**src/sv/fsas_pkg.sv**
```systemverilog
// ----------------------------------------------------------------------------
// fsas_pkg: shared constants, types and microcode for the flame sensor scanner
// Holds field widths, register codes, the reciprocal table for the average
// and the control store of the sequencer.
// ----------------------------------------------------------------------------
package fsas_pkg;

  localparam int MAX_SENSORS = 5;

  localparam int SAMPLE_W   = 10;
  localparam int SENSOR_W   = 3;
  localparam int COUNT_CFG_W = 3;
  localparam int CFG_IDX_W  = 2;
  localparam int CFG_DATA_W = 10;

  localparam int IDX_W   = (MAX_SENSORS > 1) ? $clog2(MAX_SENSORS) : 1;
  localparam int CNT_W   = $clog2(MAX_SENSORS + 1);
  localparam int SUM_W   = SAMPLE_W + IDX_W;
  // divisor is below 8, so three extra bits make the reciprocal exact
  localparam int DIV_SH  = SUM_W + 3;
  localparam int RECIP_W = DIV_SH + 1;
  localparam int PROD_W  = SUM_W + RECIP_W;
  localparam int QUOT_W  = PROD_W - DIV_SH;
  localparam int CMP_W   = SUM_W + 2;

  localparam logic [CFG_IDX_W-1:0] REG_SENSOR_COUNT = 2'd0;
  localparam logic [CFG_IDX_W-1:0] REG_SENSITIVITY  = 2'd1;
  localparam logic [CFG_IDX_W-1:0] REG_SUN_LEVEL    = 2'd2;

  localparam logic [COUNT_CFG_W-1:0] RST_SENSOR_COUNT = 3'd1;
  localparam logic [SAMPLE_W-1:0]    RST_SENSITIVITY  = 10'd100;
  localparam logic [SAMPLE_W-1:0]    RST_SUN_LEVEL    = 10'd1023;

  // ceil(2^DIV_SH / d) for each possible divisor
  localparam int R1 = ((1 << DIV_SH) + 0) / 1;
  localparam int R2 = ((1 << DIV_SH) + 1) / 2;
  localparam int R3 = ((1 << DIV_SH) + 2) / 3;
  localparam int R4 = ((1 << DIV_SH) + 3) / 4;
  localparam int R5 = ((1 << DIV_SH) + 4) / 5;
  localparam int R6 = ((1 << DIV_SH) + 5) / 6;
  localparam int R7 = ((1 << DIV_SH) + 6) / 7;

  function automatic logic [RECIP_W-1:0] recip(input logic [2:0] d);
    logic [RECIP_W-1:0] r;
    r = '0;
    unique case (d)
      3'd1:    r = RECIP_W'(R1);
      3'd2:    r = RECIP_W'(R2);
      3'd3:    r = RECIP_W'(R3);
      3'd4:    r = RECIP_W'(R4);
      3'd5:    r = RECIP_W'(R5);
      3'd6:    r = RECIP_W'(R6);
      3'd7:    r = RECIP_W'(R7);
      default: r = '0;
    endcase
    return r;
  endfunction

  typedef logic [2:0] step_t;

  localparam step_t ST_WAIT  = 3'd0;
  localparam step_t ST_FIRST = 3'd1;
  localparam step_t ST_LOOP  = 3'd2;
  localparam step_t ST_MUL   = 3'd3;
  localparam step_t ST_EMIT  = 3'd4;

  typedef enum logic [2:0] {
    C_NONE,
    C_NOACC,
    C_SUN,
    C_MORE,
    C_BUSY
  } cond_t;

  typedef struct packed {
    logic in_rdy;
    logic store;
    logic acc;
    logic mul;
    logic emit;
  } ctrl_t;

  typedef struct packed {
    logic accept;
    logic sun;
    logic more;
    logic busy;
  } flags_t;

  typedef struct packed {
    ctrl_t ctrl;
    cond_t cond;
    step_t jmp;
    step_t nxt;
  } uword_t;

  function automatic uword_t ucode_rom(input step_t s);
    uword_t w;
    w = '0;
    unique case (s)
      ST_WAIT: begin
        w.ctrl.in_rdy = 1'b1;
        w.cond        = C_NOACC;
        w.jmp         = ST_WAIT;
        w.nxt         = ST_FIRST;
      end
      ST_FIRST: begin
        w.ctrl.store = 1'b1;
        w.ctrl.acc   = 1'b1;
        w.cond       = C_SUN;
        w.jmp        = ST_EMIT;
        w.nxt        = ST_LOOP;
      end
      ST_LOOP: begin
        w.ctrl.acc = 1'b1;
        w.cond     = C_MORE;
        w.jmp      = ST_LOOP;
        w.nxt      = ST_MUL;
      end
      ST_MUL: begin
        w.ctrl.mul = 1'b1;
        w.cond     = C_NONE;
        w.jmp      = ST_MUL;
        w.nxt      = ST_EMIT;
      end
      ST_EMIT: begin
        w.ctrl.emit = 1'b1;
        w.cond      = C_BUSY;
        w.jmp       = ST_EMIT;
        w.nxt       = ST_WAIT;
      end
      default: begin
        w.cond = C_NONE;
        w.nxt  = ST_WAIT;
      end
    endcase
    return w;
  endfunction

endpackage

```
**src/sv/fsas_ifs.sv**
```systemverilog
// ----------------------------------------------------------------------------
// fsas_ifs: sample and result channels
// Valid/ready channels carrying one sample word and one result word.
// ----------------------------------------------------------------------------
interface fsas_sample_if;
  logic                          valid;
  logic                          ready;
  logic [fsas_pkg::SAMPLE_W-1:0] sample;

  modport source (output valid, output sample, input ready);
  modport sink   (input valid, input sample, output ready);
endinterface

interface fsas_result_if;
  logic                          valid;
  logic                          ready;
  logic [fsas_pkg::SENSOR_W-1:0] sensor_index;
  logic                          sun_suspected;
  logic                          flame_seen;

  modport source (output valid, output sensor_index, output sun_suspected,
                  output flame_seen, input ready);
  modport sink   (input valid, input sensor_index, input sun_suspected,
                  input flame_seen, output ready);
endinterface

```
**src/sv/fsas_ucode.sv**
```systemverilog
// ----------------------------------------------------------------------------
// fsas_ucode: microcode sequencer
// Step counter over the control store with conditional jumps on datapath flags.
// ----------------------------------------------------------------------------
module fsas_ucode (
  input  logic             clk,
  input  logic             rst,
  input  fsas_pkg::flags_t flags,
  output fsas_pkg::ctrl_t  ctrl
);

  fsas_pkg::step_t  step;
  fsas_pkg::step_t  step_next;
  fsas_pkg::uword_t word;
  logic             hit;

  assign word = fsas_pkg::ucode_rom(step);
  assign ctrl = word.ctrl;

  always_comb begin
    unique case (word.cond)
      fsas_pkg::C_NONE:  hit = 1'b0;
      fsas_pkg::C_NOACC: hit = !flags.accept;
      fsas_pkg::C_SUN:   hit = flags.sun;
      fsas_pkg::C_MORE:  hit = flags.more;
      fsas_pkg::C_BUSY:  hit = flags.busy;
      default:           hit = 1'b0;
    endcase
    step_next = hit ? word.jmp : word.nxt;
  end

  always_ff @(posedge clk) begin
    if (rst) begin
      step <= fsas_pkg::ST_WAIT;
    end else begin
      step <= step_next;
    end
  end

  a_step_range: assert property (@(posedge clk) disable iff (rst)
    step <= fsas_pkg::ST_EMIT)
    else $error("sequencer left its program");

  a_emit_returns: assert property (@(posedge clk) disable iff (rst)
    (ctrl.emit && !flags.busy) |=> step == fsas_pkg::ST_WAIT)
    else $error("sequencer did not return after result load");

  a_sun_skips: assert property (@(posedge clk) disable iff (rst)
    (step == fsas_pkg::ST_FIRST && flags.sun) |=> step == fsas_pkg::ST_EMIT)
    else $error("sunlight word did not skip averaging");

endmodule

```
**src/sv/fsas_datapath.sv**
```systemverilog
// ----------------------------------------------------------------------------
// fsas_datapath: reading store, accumulator, average and result register
// Driven one control word per cycle by the sequencer.
// ----------------------------------------------------------------------------
module fsas_datapath (
  input  logic                              clk,
  input  logic                              rst,
  input  fsas_pkg::ctrl_t                   ctrl,
  output fsas_pkg::flags_t                  flags,
  input  logic                              sample_valid,
  input  logic [fsas_pkg::SAMPLE_W-1:0]     sample,
  input  logic [fsas_pkg::CNT_W-1:0]        n_active,
  input  logic [fsas_pkg::SAMPLE_W-1:0]     sensitivity,
  input  logic [fsas_pkg::SAMPLE_W-1:0]     sun_level,
  input  logic                              out_ready,
  output logic                              out_valid,
  output logic [fsas_pkg::SENSOR_W-1:0]     sensor_index,
  output logic                              sun_suspected,
  output logic                              flame_seen
);

  logic [fsas_pkg::SAMPLE_W-1:0] readings [fsas_pkg::MAX_SENSORS];
  logic [fsas_pkg::SAMPLE_W-1:0] sample_r;
  logic [fsas_pkg::IDX_W-1:0]    idx_r;
  logic [fsas_pkg::IDX_W-1:0]    cur;
  logic [fsas_pkg::CNT_W-1:0]    n_r;
  logic [fsas_pkg::CNT_W-1:0]    i_cnt;
  logic [fsas_pkg::SUM_W-1:0]    sum;
  logic [fsas_pkg::PROD_W-1:0]   prod;

  logic                          accept;
  logic                          sun;
  logic                          busy;
  logic                          load;
  logic                          take;
  logic                          flame;
  logic [fsas_pkg::IDX_W-1:0]    start_idx;
  logic [fsas_pkg::CNT_W-1:0]    idx_inc;
  logic [fsas_pkg::QUOT_W-1:0]   quot;
  logic [fsas_pkg::CMP_W-1:0]    thresh;

  assign accept = sample_valid && ctrl.in_rdy;
  assign sun    = sample_r >= sun_level;
  assign busy   = out_valid && !out_ready;
  assign load   = ctrl.emit && !busy;

  assign flags.accept = accept;
  assign flags.sun    = sun;
  assign flags.more   = i_cnt < fsas_pkg::CNT_W'(fsas_pkg::MAX_SENSORS - 1);
  assign flags.busy   = busy;

  // selection restarts at zero if the count was lowered under it
  assign start_idx = (fsas_pkg::CNT_W'(cur) < n_active) ? cur : '0;
  assign take      = (i_cnt < n_r) && (fsas_pkg::CNT_W'(idx_r) != i_cnt);
  assign idx_inc   = fsas_pkg::CNT_W'(idx_r) + fsas_pkg::CNT_W'(1);

  assign quot = prod[fsas_pkg::PROD_W-1:fsas_pkg::DIV_SH];

  always_comb begin
    if (n_r > fsas_pkg::CNT_W'(1)) begin
      thresh = fsas_pkg::CMP_W'(sensitivity) + fsas_pkg::CMP_W'(quot);
    end else begin
      thresh = fsas_pkg::CMP_W'(sensitivity);
    end
    flame = !sun && (fsas_pkg::CMP_W'(sample_r) > thresh);
  end

  always_ff @(posedge clk) begin
    if (accept) begin
      sample_r <= sample;
      idx_r    <= start_idx;
      n_r      <= n_active;
    end
    if (ctrl.acc && take) begin
      sum <= sum + fsas_pkg::SUM_W'(readings[i_cnt[fsas_pkg::IDX_W-1:0]]);
    end else if (accept) begin
      sum <= '0;
    end
    if (ctrl.mul) begin
      prod <= fsas_pkg::PROD_W'(sum)
            * fsas_pkg::PROD_W'(fsas_pkg::recip(3'(n_r - fsas_pkg::CNT_W'(1))));
    end
    if (load) begin
      sensor_index  <= fsas_pkg::SENSOR_W'(idx_r);
      sun_suspected <= sun;
      flame_seen    <= flame;
    end
  end

  always_ff @(posedge clk) begin
    if (rst) begin
      for (int k = 0; k < fsas_pkg::MAX_SENSORS; k++) begin
        readings[k] <= '0;
      end
      cur       <= '0;
      i_cnt     <= '0;
      out_valid <= 1'b0;
    end else begin
      if (ctrl.store) begin
        readings[idx_r] <= sample_r;
      end
      if (accept) begin
        cur   <= start_idx;
        i_cnt <= '0;
      end else if (ctrl.acc) begin
        i_cnt <= i_cnt + fsas_pkg::CNT_W'(1);
      end
      if (load) begin
        out_valid <= 1'b1;
        if (!sun) begin
          cur <= (idx_inc >= n_r) ? '0 : fsas_pkg::IDX_W'(idx_inc);
        end
      end else if (out_ready) begin
        out_valid <= 1'b0;
      end
    end
  end

  a_sun_no_flame: assert property (@(posedge clk) disable iff (rst)
    out_valid |-> !(sun_suspected && flame_seen))
    else $error("flame reported together with sunlight");

  a_idx_in_range: assert property (@(posedge clk) disable iff (rst)
    accept |=> fsas_pkg::CNT_W'(idx_r) < n_r)
    else $error("selected sensor outside active set");

  a_cur_in_range: assert property (@(posedge clk) disable iff (rst)
    load |=> fsas_pkg::CNT_W'(cur) < n_r)
    else $error("next selection outside active set");

endmodule

```
**src/sv/flame_sensor_array_scan_top.sv**
```systemverilog
// ----------------------------------------------------------------------------
// flame_sensor_array_scan_top: round-robin flame detector over up to five sensors
// Configuration registers, sequencer and datapath.
// ----------------------------------------------------------------------------
// sequence: an accepted sample word passes the store-and-accumulate step, the
//   accumulate loop that reads one stored reading per step, one multiply step
//   for the average and the result load, which waits while the last result is
//   not taken; a sunlight sample skips the averaging steps; samples do not overlap.
// reset: registers take 1 / 100 / 1023, stored readings clear to zero at once,
//   selection returns to sensor 0; a sample may be accepted right after reset
module flame_sensor_array_scan_top (
  input  logic                           clk,
  input  logic                           rst,
  fsas_sample_if.sink                    samp,
  fsas_result_if.source                  res,
  input  logic                           cfg_we,
  input  logic [fsas_pkg::CFG_IDX_W-1:0]  cfg_index,
  input  logic [fsas_pkg::CFG_DATA_W-1:0] cfg_data
);

  logic [fsas_pkg::COUNT_CFG_W-1:0] sensor_count;
  logic [fsas_pkg::SAMPLE_W-1:0]    sensitivity;
  logic [fsas_pkg::SAMPLE_W-1:0]    sun_level;
  logic [fsas_pkg::CNT_W-1:0]       n_active;

  fsas_pkg::ctrl_t  ctrl;
  fsas_pkg::flags_t flags;

  always_ff @(posedge clk) begin
    if (rst) begin
      sensor_count <= fsas_pkg::RST_SENSOR_COUNT;
      sensitivity  <= fsas_pkg::RST_SENSITIVITY;
      sun_level    <= fsas_pkg::RST_SUN_LEVEL;
    end else if (cfg_we) begin
      case (cfg_index)
        fsas_pkg::REG_SENSOR_COUNT: sensor_count <= cfg_data[fsas_pkg::COUNT_CFG_W-1:0];
        fsas_pkg::REG_SENSITIVITY:  sensitivity  <= cfg_data[fsas_pkg::SAMPLE_W-1:0];
        fsas_pkg::REG_SUN_LEVEL:    sun_level    <= cfg_data[fsas_pkg::SAMPLE_W-1:0];
        default: ;
      endcase
    end
  end

  // zero counts as one sensor, large counts saturate
  always_comb begin
    if (sensor_count == '0) begin
      n_active = fsas_pkg::CNT_W'(1);
    end else if (int'(sensor_count) > fsas_pkg::MAX_SENSORS) begin
      n_active = fsas_pkg::CNT_W'(fsas_pkg::MAX_SENSORS);
    end else begin
      n_active = fsas_pkg::CNT_W'(sensor_count);
    end
  end

  assign samp.ready = ctrl.in_rdy && !rst;

  fsas_ucode u_ucode (
    .clk   (clk),
    .rst   (rst),
    .flags (flags),
    .ctrl  (ctrl)
  );

  fsas_datapath u_datapath (
    .clk           (clk),
    .rst           (rst),
    .ctrl          (ctrl),
    .flags         (flags),
    .sample_valid  (samp.valid),
    .sample        (samp.sample),
    .n_active      (n_active),
    .sensitivity   (sensitivity),
    .sun_level     (sun_level),
    .out_ready     (res.ready),
    .out_valid     (res.valid),
    .sensor_index  (res.sensor_index),
    .sun_suspected (res.sun_suspected),
    .flame_seen    (res.flame_seen)
  );

endmodule

```
**src/flat_wrapper.sv**
```systemverilog
// flat-port wrapper written by rule: the top's interface ports become plain ports
module flame_sensor_array_scan_top_flat 
  (clk, rst, cfg_we, cfg_index, cfg_data, samp_valid, samp_sample, samp_ready, res_valid, res_sensor_index, res_sun_suspected, res_flame_seen, res_ready);
  fsas_sample_if samp_i ();
  fsas_result_if res_i ();
  input  logic clk;
  input  logic rst;
  input  logic cfg_we;
  input  logic [fsas_pkg::CFG_IDX_W-1:0] cfg_index;
  input  logic [fsas_pkg::CFG_DATA_W-1:0] cfg_data;
  input wire logic [$bits(samp_i.valid)-1:0] samp_valid;
  input wire logic [$bits(samp_i.sample)-1:0] samp_sample;
  output wire logic [$bits(samp_i.ready)-1:0] samp_ready;
  output wire logic [$bits(res_i.valid)-1:0] res_valid;
  output wire logic [$bits(res_i.sensor_index)-1:0] res_sensor_index;
  output wire logic [$bits(res_i.sun_suspected)-1:0] res_sun_suspected;
  output wire logic [$bits(res_i.flame_seen)-1:0] res_flame_seen;
  input wire logic [$bits(res_i.ready)-1:0] res_ready;
  assign samp_i.valid = samp_valid;
  assign samp_i.sample = samp_sample;
  assign samp_ready = samp_i.ready;
  assign res_valid = res_i.valid;
  assign res_sensor_index = res_i.sensor_index;
  assign res_sun_suspected = res_i.sun_suspected;
  assign res_flame_seen = res_i.flame_seen;
  assign res_i.ready = res_ready;
  flame_sensor_array_scan_top u_core (.clk(clk), .rst(rst), .samp(samp_i), .res(res_i), .cfg_we(cfg_we), .cfg_index(cfg_index), .cfg_data(cfg_data));
endmodule
```
**config.mk**
```make
export PLATFORM = sky130hd
export DESIGN_NAME = flame_sensor_array_scan_top_flat
export DESIGN_NICKNAME = d
export VERILOG_FILES = /design/src/sv/fsas_pkg.sv /design/src/sv/fsas_ifs.sv /design/src/sv/fsas_ucode.sv /design/src/sv/fsas_datapath.sv /design/src/sv/flame_sensor_array_scan_top.sv /design/src/flat_wrapper.sv
export SDC_FILE = /design/constraint.sdc
export NUM_CORES = 1
export LEC_CHECK = 0
export BUFFER_PORTS_ARGS = -buffer_cell sky130_fd_sc_hd__buf_2
export CAP_MARGIN = 20
export CORE_ASPECT_RATIO = 0.9
export CORE_MARGIN = 2
export CORE_UTILIZATION = 65
export DETAILED_ROUTE_END_ITERATION = 12
export GPL_ROUTABILITY_DRIVEN = 0
export PLACE_DENSITY = 0.86
export SETUP_SLACK_MARGIN = 0.05
export SYNTH_ARGS = -nofsm -noshare
export SYNTH_HDL_FRONTEND = slang
export SYNTH_SLANG_ARGS = --single-unit
```
**constraint.sdc**
```tcl
create_clock -name clk -period 9.6 [get_ports clk]
set_input_delay 0 -clock clk [delete_from_list [all_inputs] [get_ports clk]]
set_output_delay 0 -clock clk [all_outputs]
set_load 0.01 [all_outputs]
```
==> metrics.md, run 1 <==
| Metric | Value |
|---|---|
| Max Fclk | between 0.1 and 0.15 GHz |
| Number of CTS-inserted buffers | 17 |
| Final critical-path required period | approximately 7500 ps |
| Max Slew Vio Count | 0 |
| Worst slew margin relative to its limit | between 20% and 30% |
| Synthesized cell area | around 15000 um2 |
| Crit. Startpoint | u_core.u_datapath.n_r[2] |
| Worst setup skew after layout | around 14 ps |
| Worst-path cell chain | inv_2 -> nor2_1 -> nand2_1 -> o21ai_1 -> nand2_1 -> fa_1 -> fa_1 -> inv_1 -> fa_1 -> fa_1 -> inv_1 -> fa_1 -> inv_1 -> ha_1 -> and2_1 -> and4_1 -> nand4_1 -> a31oi_1 -> nor2_1 -> o31ai_1 -> a31oi_1 -> xnor2_1 |
| Worst Hold Launch | samp_valid |
| Total via count after detailed routing | ~11000 |
| Area leader, netlist | edfxtp_1 |
| Via density | approximately 6.1 |
| Crit Path Class | reg2reg |
| Total area of multi-input combinational cells | 8820 um2 |
| H-tree levels | 4 |
| Slowest-stage cell, CP | edfxtp_1 |
| Number of DRC violations after detailed routing | 0 |
| Fin Setup TNS | 0 ps |
| Sequential fraction of the synthesis area | 31.3% |
| Number of filler instances in the final layout | around 1400 |
| Source-to-sink clock delay at the later pin of the worst-skew pair | around 450 ps |
| Non-filler instance count after layout | roughly 1800 |
| Number of endpoints failing setup at the final stage | 0 |
| Type of element launching the critical path | register |
| Mean Syn Cell Area | 10.3 um2 |
| Final count of hold timing violations | 0 |
| Synth async-reset ratio | 0% |
| Number of flops mapped to enable cells by yosys | ~130 |
| Total overflow reported by the global router | 0 |
| Post-Synthesis Net Count | between 1500 and 2000 |
| Worst-case clock buffer depth | 2 |
| Total wire length after detailed routing | between 30 and 40 mm |
| Critical Path Sink Type | register |
| Register-to-register setup slack | around 2100 ps |
| Clock tree from TritonCTS | yes |
| CTS Root Buffer Type | clkbuf_16 |
| Logic gate share of total power | just under 30% |
| Initial Util | 66.8% |
| Global-route wire length before repair | a little under 60 mm |
| Biggest area contributors in the synthesized netlist | edfxtp_1, fa_1, ha_1 |
| Total die area | roughly 24000 um2 |
| Number of cells produced by synthesis | 1412 |
| Sequential cell area | ~4600 um2 |
| Max-cap violations | 0 |
| Routed WL per cell | 20.8 um |
| Warnings from Yosys | 0 |
| Total GRT Usage | about a third |
| Number of DRC markers in iteration 0 | 1350 |
| RSZ-0062 raised after global routing | false |
| Number of diodes added for antenna fixing | 0 |
| Worst IR drop on VDD | 0.108 mV |
| Largest stage delay on the critical path | between 800 and 900 ps |
| Relative contribution of sequential cells to total power | between 30% and 40% |
| Lkg Pwr | 7.50 nW |
| Least-Margin Pin Slew | approximately 1100 ps |
| Worst endpoint data arrival time | roughly 7700 ps |
| Most common flop cell mapped by yosys | edfxtp_1 |
| Number of global-route vias before repair | approximately 11000 |
| Synth-to-Final Area Change | 8.85% |
| DIE WIDTH | around 160 um |
| Critical path data required time | 9790 ps |
| Core region area | about 22000 um2 |
| Clock-pin slew on the worst setup and hold paths | 70 ps |
| Vert. Die Dim | 146 um |
| Detailed placement HPWL | roughly 27 mm |
| Peak fanout along the critical path | 22 |
| First-pass detailed-route iteration total | 7 |
| Row Count | 51 |
| Count of placed standard cells including taps | between 1500 and 2000 |
| Antenna-violating nets left | 0 |
| Critical Path Most Common Cell | fa_1 |
| Post-cts resize count | 0 |
| Pin count of the biggest net entering global routing | 34 |
| Period Utilization, post-route | around four fifths |
| Worst min-delay path category | in2reg |
| Proportion of layout cells with a drive suffix above 1 | 7.93% |
| Clock share of power | 31.4% |
| Clock sink count | ~160 |
| Number of different library cells in the post-synthesis netlist | 66 |
| Final-stage net count | roughly 1800 |
| Sw frac | between 30% and 40% |
| Buffers on Ports | 33 |
| Top-area cell type share of the netlist area | between 20% and 30% |
| Status | completed |
| Internal power component | roughly 1.5 mW |
| Power per unit of standard cell area | between 100 and 150 nW/um2 |
| Initial antenna violation count | 0 |
| Number of register bits inferred by synthesis | 164 |
| Number of I/O pins | 34 |
| Critical register-to-register path startpoint | u_core.u_datapath.n_r[2] |
| Sw Pwr | between 800 and 900 uW |
## per-stage QoR
stage               utilization [%]  setup WS (ps)  cell area [um2]  hold slack, ps  total power, mW
floorplan                         -           3800            14600            98.9             1.35
global placement               68.7           2470            15000             176             1.52
detailed placement             68.7           2380            15000             178             1.55
CTS                            72.6           2330            15900            6.92             2.28
global route                   72.7           1870            15900            70.1             2.40
finish                         72.7           2080            15900            40.4             2.29
## layout by cell type, fill, tap and decap left out, types with 12 or more instances in the layout
cell and n:
inv_1 263, a21o_1 16, clkbuf_16 17, nor2_1 83
a21oi_1 55, buf_2 33, ha_1 122, nor3_1 19
dfxtp_1 36, nand2b_1 12, o21ai_0 14, and2_1 80
fa_1 164, o21ai_1 23, dlygate4sd3_1 24, nand2_1 126
edfxtp_1 128, nor2b_1 17, xnor2_1 27, and3_1 12
mux4_2 20
## worst paths after layout
| kind | cells after the start | to |
|---|---|---|
| min | 5 | u_core.u_ucode.step[0] |
| min reg2reg | 1 | u_core.u_datapath.cur[1] |
| max reg2reg | 22 | u_core.u_datapath.prod[29] |
| max | 22 | u_core.u_datapath.prod[29] |
## state kept, by name, summed over array words and instances (netlist names), 3 cells and up, named ones only
register / count
u_core.u_ucode.step: 3
u_core.u_datapath.i_cnt: 3
u_core.sensitivity: 10
u_core.u_datapath.sum: 13
u_core.u_datapath.prod: 14
u_core.sensor_count: 3
u_core.sun_level: 10
u_core.u_datapath.idx_r: 3
u_core.u_datapath.n_r: 3
u_core.u_datapath.sensor_index: 3
u_core.u_datapath.sample_r: 10
u_core.u_datapath.readings: 80
u_core.u_datapath.cur: 3
## repair_timing
item                      CTS  global route
hold buffers               24             0
setup buffers               0             0
hold endpoints to repair   34             0
## routing by layer
metal / up-vias / wire length [um] / track usage (%)
li1: 4683 / - / -
met1: 5205 / 13600 / 42.2
met2: 649 / 17300 / 51.2
met3: 150 / 3820 / 8.27
met4: 0 / 1720 / 14.3
met5: - / 0 / 0
## power by group through the flow
stage                     clock network, mW  registers, mW  logic (mW)
after CTS                             0.722          0.883       0.675
after global placement                    0          0.895       0.623
after global routing                  0.744          0.891       0.764
final                                 0.720          0.890       0.682
after detailed placement                  0          0.899       0.654
after floorplan                           0          0.846       0.508
## cell usage after synthesis, drive strengths merged, types with 3 or more instances
master	instances
a2111oi	3
a211o	10
a211oi	5
a21o	16
a21oi	55
a31oi	6
and2	80
and3	13
buf	4
clkbuf	45
dfxtp	36
edfxtp	128
fa	164
ha	122
inv	267
mux2	10
mux2i	6
mux4	20
nand2	126
nand2b	12
nand3	11
nand3b	4
nand4	7
nor2	83
nor2b	17
nor3	19
nor4	7
o211ai	4
o21a	9
o21ai	38
o21bai	7
o2bb2ai	3
or2	9
xnor2	27
xor2	9
## area by class of cell
cell class	instances	area share (%)
multi-input combinational	930	55.6
sequential	164	28.8
inverter	269	6.36
timing repair buffer	68	3.07
clock buffer	17	2.68
tap	291	2.29
clock inverter	15	1.27
## worst max-delay path: cells and delay by family, from the launching register on
kind | cells | cell delay, ps
adder cells (fa/ha/maj) | 6 | 3000
buffers and inverters | 4 | 460
XOR/XNOR | 1 | 160
AND/OR/NAND/NOR | 7 | 1730
flip-flops | 1 | 820
AO/OA/AOI/OAI | 4 | 1080
## kinds of logic after synthesis
family                   Yosys count  share of synthesized area, %
buffers and inverters            318                          8.25
XOR/XNOR                          36                          2.16
AND/OR/NAND/NOR                  401                          13.6
adder cells (fa/ha/maj)          286                          33.0
multiplexers                      36                          4.27
AO/OA/AOI/OAI                    171                          7.44
flip-flops                       164                          31.3
Power figures use the tool's default switching activity.
==> run 2, diff against run 1 <==
CORE_UTILIZATION = 59   (was 65)
PLACE_DENSITY = 0.83   (was 0.86)
clock period = 6.5 ns   (was 9.6 ns; I/O delays follow)
==> run 2 against run 1 <==
Final cell count is 2.1% higher. Register-to-register slack worse by 1800 ps. Count of clock-buffer cells in the layout stayed put. Core utilization is 6.4 points lower. Critical path depth stayed put. Setup slack worse by 1800 ps. Routed wire length is 2.1% lower. Combinational power is 51% higher. Critical endpoint unchanged. Clock skew is 5.1 ps lower. Global-route usage is 3.4 points lower. Die area is 9.9% higher.
==> metrics.md, run 2 (synthesis gave the netlist of run 1 again) <==
| Metric | Value |
|---|---|
| Number of DRC markers in iteration 0 | 1017 (-25%) |
| Via density | 5.90 (-3.1%) |
| Number of CTS-inserted buffers | 17 (unchanged) |
| Cells on Worst Hold Path | 5 (unchanged) |
| Worst slew margin relative to its limit | 31.5% (+7.6 points) |
| Total wire length after detailed routing | 35.7 mm (-2.1%) |
| Total GRT Usage | 28.8% (-3.4 points) |
| Max Fclk | 0.160 GHz (+20%) |
| Fin Setup TNS | 0 ps (unchanged) |
| Final cell utilization of the core | 66.3% (-6.4 points) |
| Global-route wire length before repair | 57.3 mm (-1.6%) |
| Worst setup skew after layout | 9.38 ps (-5.11 ps) |
| Number of I/O pins | 34 (unchanged) |
| Dpl ws | 137 ps (-2240 ps) |
| Detailed placement HPWL | 27.1 mm (-1.1%) |
| Least-Margin Pin Slew | 1020 ps (-112 ps) |
| Critical register-to-register path startpoint | u_core.u_datapath.n_r[1] |
| Capture instance of the worst register-to-register path | u_core.u_datapath.prod[29] |
| Antenna-violating nets left | 0 (unchanged) |
| Global-route met1 utilization | 38.2% (-4.0 points) |
| Clock-pin slew on the worst setup and hold paths | 70 ps (about the same) |
| Final setup slack of the worst path | 251 ps (-1830 ps) |
| Number of filler instances in the final layout | 1680 (+19%) |
| Worst hold slack | 2.67 ps (-37.7 ps) |
| Cell depth of the worst flop-to-flop path | 22 (unchanged) |
| Slowest-stage cell, CP | fa_1 |
| Total via count after detailed routing | 10600 (-1.1%) |
| Pin count of the biggest net entering global routing | 34 (unchanged) |
| Crit path max-delay family | adder cells |
| Buffers on Ports | 33 (unchanged) |
| Max-cap violations | 0 (unchanged) |
| Worst endpoint data arrival time | 6430 ps (-1280 ps) |
| Final-stage net count | 1782 (+1.1%) |
| Routed WL per cell | 19.9 um (-4.1%) |
| Critical Path Sink Type | register |
| Source-to-sink clock delay at the later pin of the worst-skew pair | 440 ps (about the same) |
| Proportion of layout cells with a drive suffix above 1 | 9.58% (+1.7 points) |
| Commonest non-fill, non-tap cells in the layout | inv_1, fa_1, edfxtp_1 |
| Lkg Pwr | 7.62 nW (+1.5%) |
| Worst-path cell chain | clkinv_1 -> nor2_1 -> buf_4 -> nand2_1 -> inv_2 -> and2_1 -> fa_1 -> fa_1 -> fa_1 -> fa_1 -> inv_1 -> fa_1 -> inv_1 -> ha_1 -> and2_1 -> and4_1 -> nand4_1 -> a31oi_1 -> nor2_2 -> o31ai_2 -> a31oi_1 -> xnor2_1 |
| Vert. Die Dim | 153 um (+4.8%) |
| Total die area | 26000 um2 (+9.9%) |
| Final critical-path required period | 6250 ps (-1270 ps) |
| Crit Path Class | reg2reg |
| Global routing met2 resource utilization | 46.5% (-4.7 points) |
| Status | completed |
| Synth-to-Final Area Change | 10.3% |
| Total overflow reported by the global router | 0 (unchanged) |
| Worst min-delay path category | in2reg |
| Worst-case clock buffer depth | 2 (unchanged) |
| Most common cell after layout, fill and taps aside | inv_1 |
| First-pass detailed-route iteration total | 6 (-1) |
| Flip-flop count of the largest register after layout | 80 (unchanged) |
| Power per unit of standard cell area | 211 nW/um2 (+46%) |
| Number of DRC violations after detailed routing | 0 (unchanged) |
| Initial antenna violation count | 0 (unchanged) |
| Initial Util | 60.1% (-6.7 points) |
| Core region area | 24300 um2 (+11%) |
| Largest registers | u_core.u_datapath.readings: 80 flops, u_core.u_datapath.prod: 14 flops, u_core.u_datapath.sum: 13 flops |
| GR Util met3 | 7.87% (-0.40 points) |
| Number of endpoints failing setup at the final stage | 0 (unchanged) |
| Max Slew Vio Count | 0 (unchanged) |
| Peak fanout along the critical path | 9 (-59%) |
| Register with the highest flop count | u_core.u_datapath.readings |
| Number of global-route vias before repair | 11100 (-1.2%) |
| DIE WIDTH | 170 um (+4.8%) |
| WHS Endpoint | u_core.u_ucode.step[0] |
| Routing layer with the top usage in global route | met2 |
| Row Count | 54 (+5.9%) |
| Final count of hold timing violations | 0 (unchanged) |
| Worst IR drop on VDD | 0.153 mV (+42%) |
| Clock tree from TritonCTS | yes |
| Buf+Inv Stages, Crit Path | 5 (+1) |
| Period Utilization, post-route | 96.1% (+18 points) |
| Critical path data required time | 6680 ps (-3110 ps) |
| H-tree levels | 4 (unchanged) |
| RSZ-0062 raised after global routing | false |
| Worst Hold Launch | samp_valid |
| Type of element launching the critical path | register |
| Register-to-register setup slack | 250 ps (-1830 ps) |
| Clock sink count | 164 (unchanged) |
| Critical Path Most Common Cell | fa_1 |
| Largest stage delay on the critical path | 580 ps (-240 ps) |
| CTS Root Buffer Type | clkbuf_16 |
-- run 2: area by class of cell --
type	count	area (um2)	share of cell area [%]
antenna	1	2.50	0.0156
multi-input combinational	930	8850	55.0
timing repair buffer	87	633	3.94
sequential	164	4560	28.4
inverter	269	1010	6.28
clock buffer	17	425	2.64
tap	308	385	2.40
clock inverter	15	215	1.34
-- run 2: how the worst max path moves through the flow --
stage / cells past startpoint / slack [ps] / startpoint / to
6_report: 22 / 250 / u_core.u_datapath.n_r[1] / u_core.u_datapath.prod[29]
5_1_grt: 22 / 30 / u_core.u_datapath.n_r[1] / u_core.u_datapath.prod[24]
4_1_cts: 22 / 110 / u_core.u_datapath.n_r[1] / u_core.u_datapath.prod[29]
3_5_place_dp: 19 / 140 / u_core.u_datapath.n_r[1] / u_core.u_datapath.prod[25]
3_3_place_gp: 18 / 250 / u_core.u_datapath.n_r[2] / u_core.u_datapath.prod[25]
2_1_floorplan: 20 / 700 / u_core.u_datapath.n_r[0] / u_core.u_datapath.prod[25]
-- run 2: worst reg2reg max path, cell delays in order, from the launching register on --
cell	delay, ps
edfxtp_1	500
clkinv_1	140
nor2_1	200
buf_4	170
nand2_1	100
inv_2	90
and2_1	220
fa_1	530
fa_1	550
fa_1	530
fa_1	580
inv_1	70
fa_1	520
inv_1	40
ha_1	300
and2_1	150
and4_1	230
nand4_1	140
a31oi_1	200
nor2_2	100
o31ai_2	290
a31oi_1	180
xnor2_1	160
-- run 2: metal layers --
metal / vias to the layer above / routed length [um]
met1: 5135 / 13700
met2: 590 / 17100
met3: 112 / 3790
met4: 0 / 1060
met5: - / 0
li1: 4737 / -
-- run 2: report_power, final --
group,switching [mW],total [mW],leakage [nW],internal (mW)
registers,0.0975,1.30,1.54,1.20
clock network,0.503,1.07,0.310,0.567
logic,0.614,1.03,5.77,0.414
total,1.21,3.40,7.62,2.18
-- run 2: timing repair --
| item | 4_1_cts | 5_1_grt |
|---|---|---|
| endpoints found under the hold margin | 35 | 0 |
| setup endpoints to repair | 0 | 11 |
| hold buffers | 23 | 0 |
| buffers inserted | 0 | 5 |
| gates resized for setup | 0 | 7 |
-- run 2: through the flow --
step           instances  cell area, um2  total power [mW]
6_report            1791           16100              3.40
5_1_grt             1790           16100              3.58
4_1_cts             1782           16000              3.37
3_5_place_dp        1727           15100              2.30
3_3_place_gp        1727           15100              2.26
2_1_floorplan       1412           14600              2.00
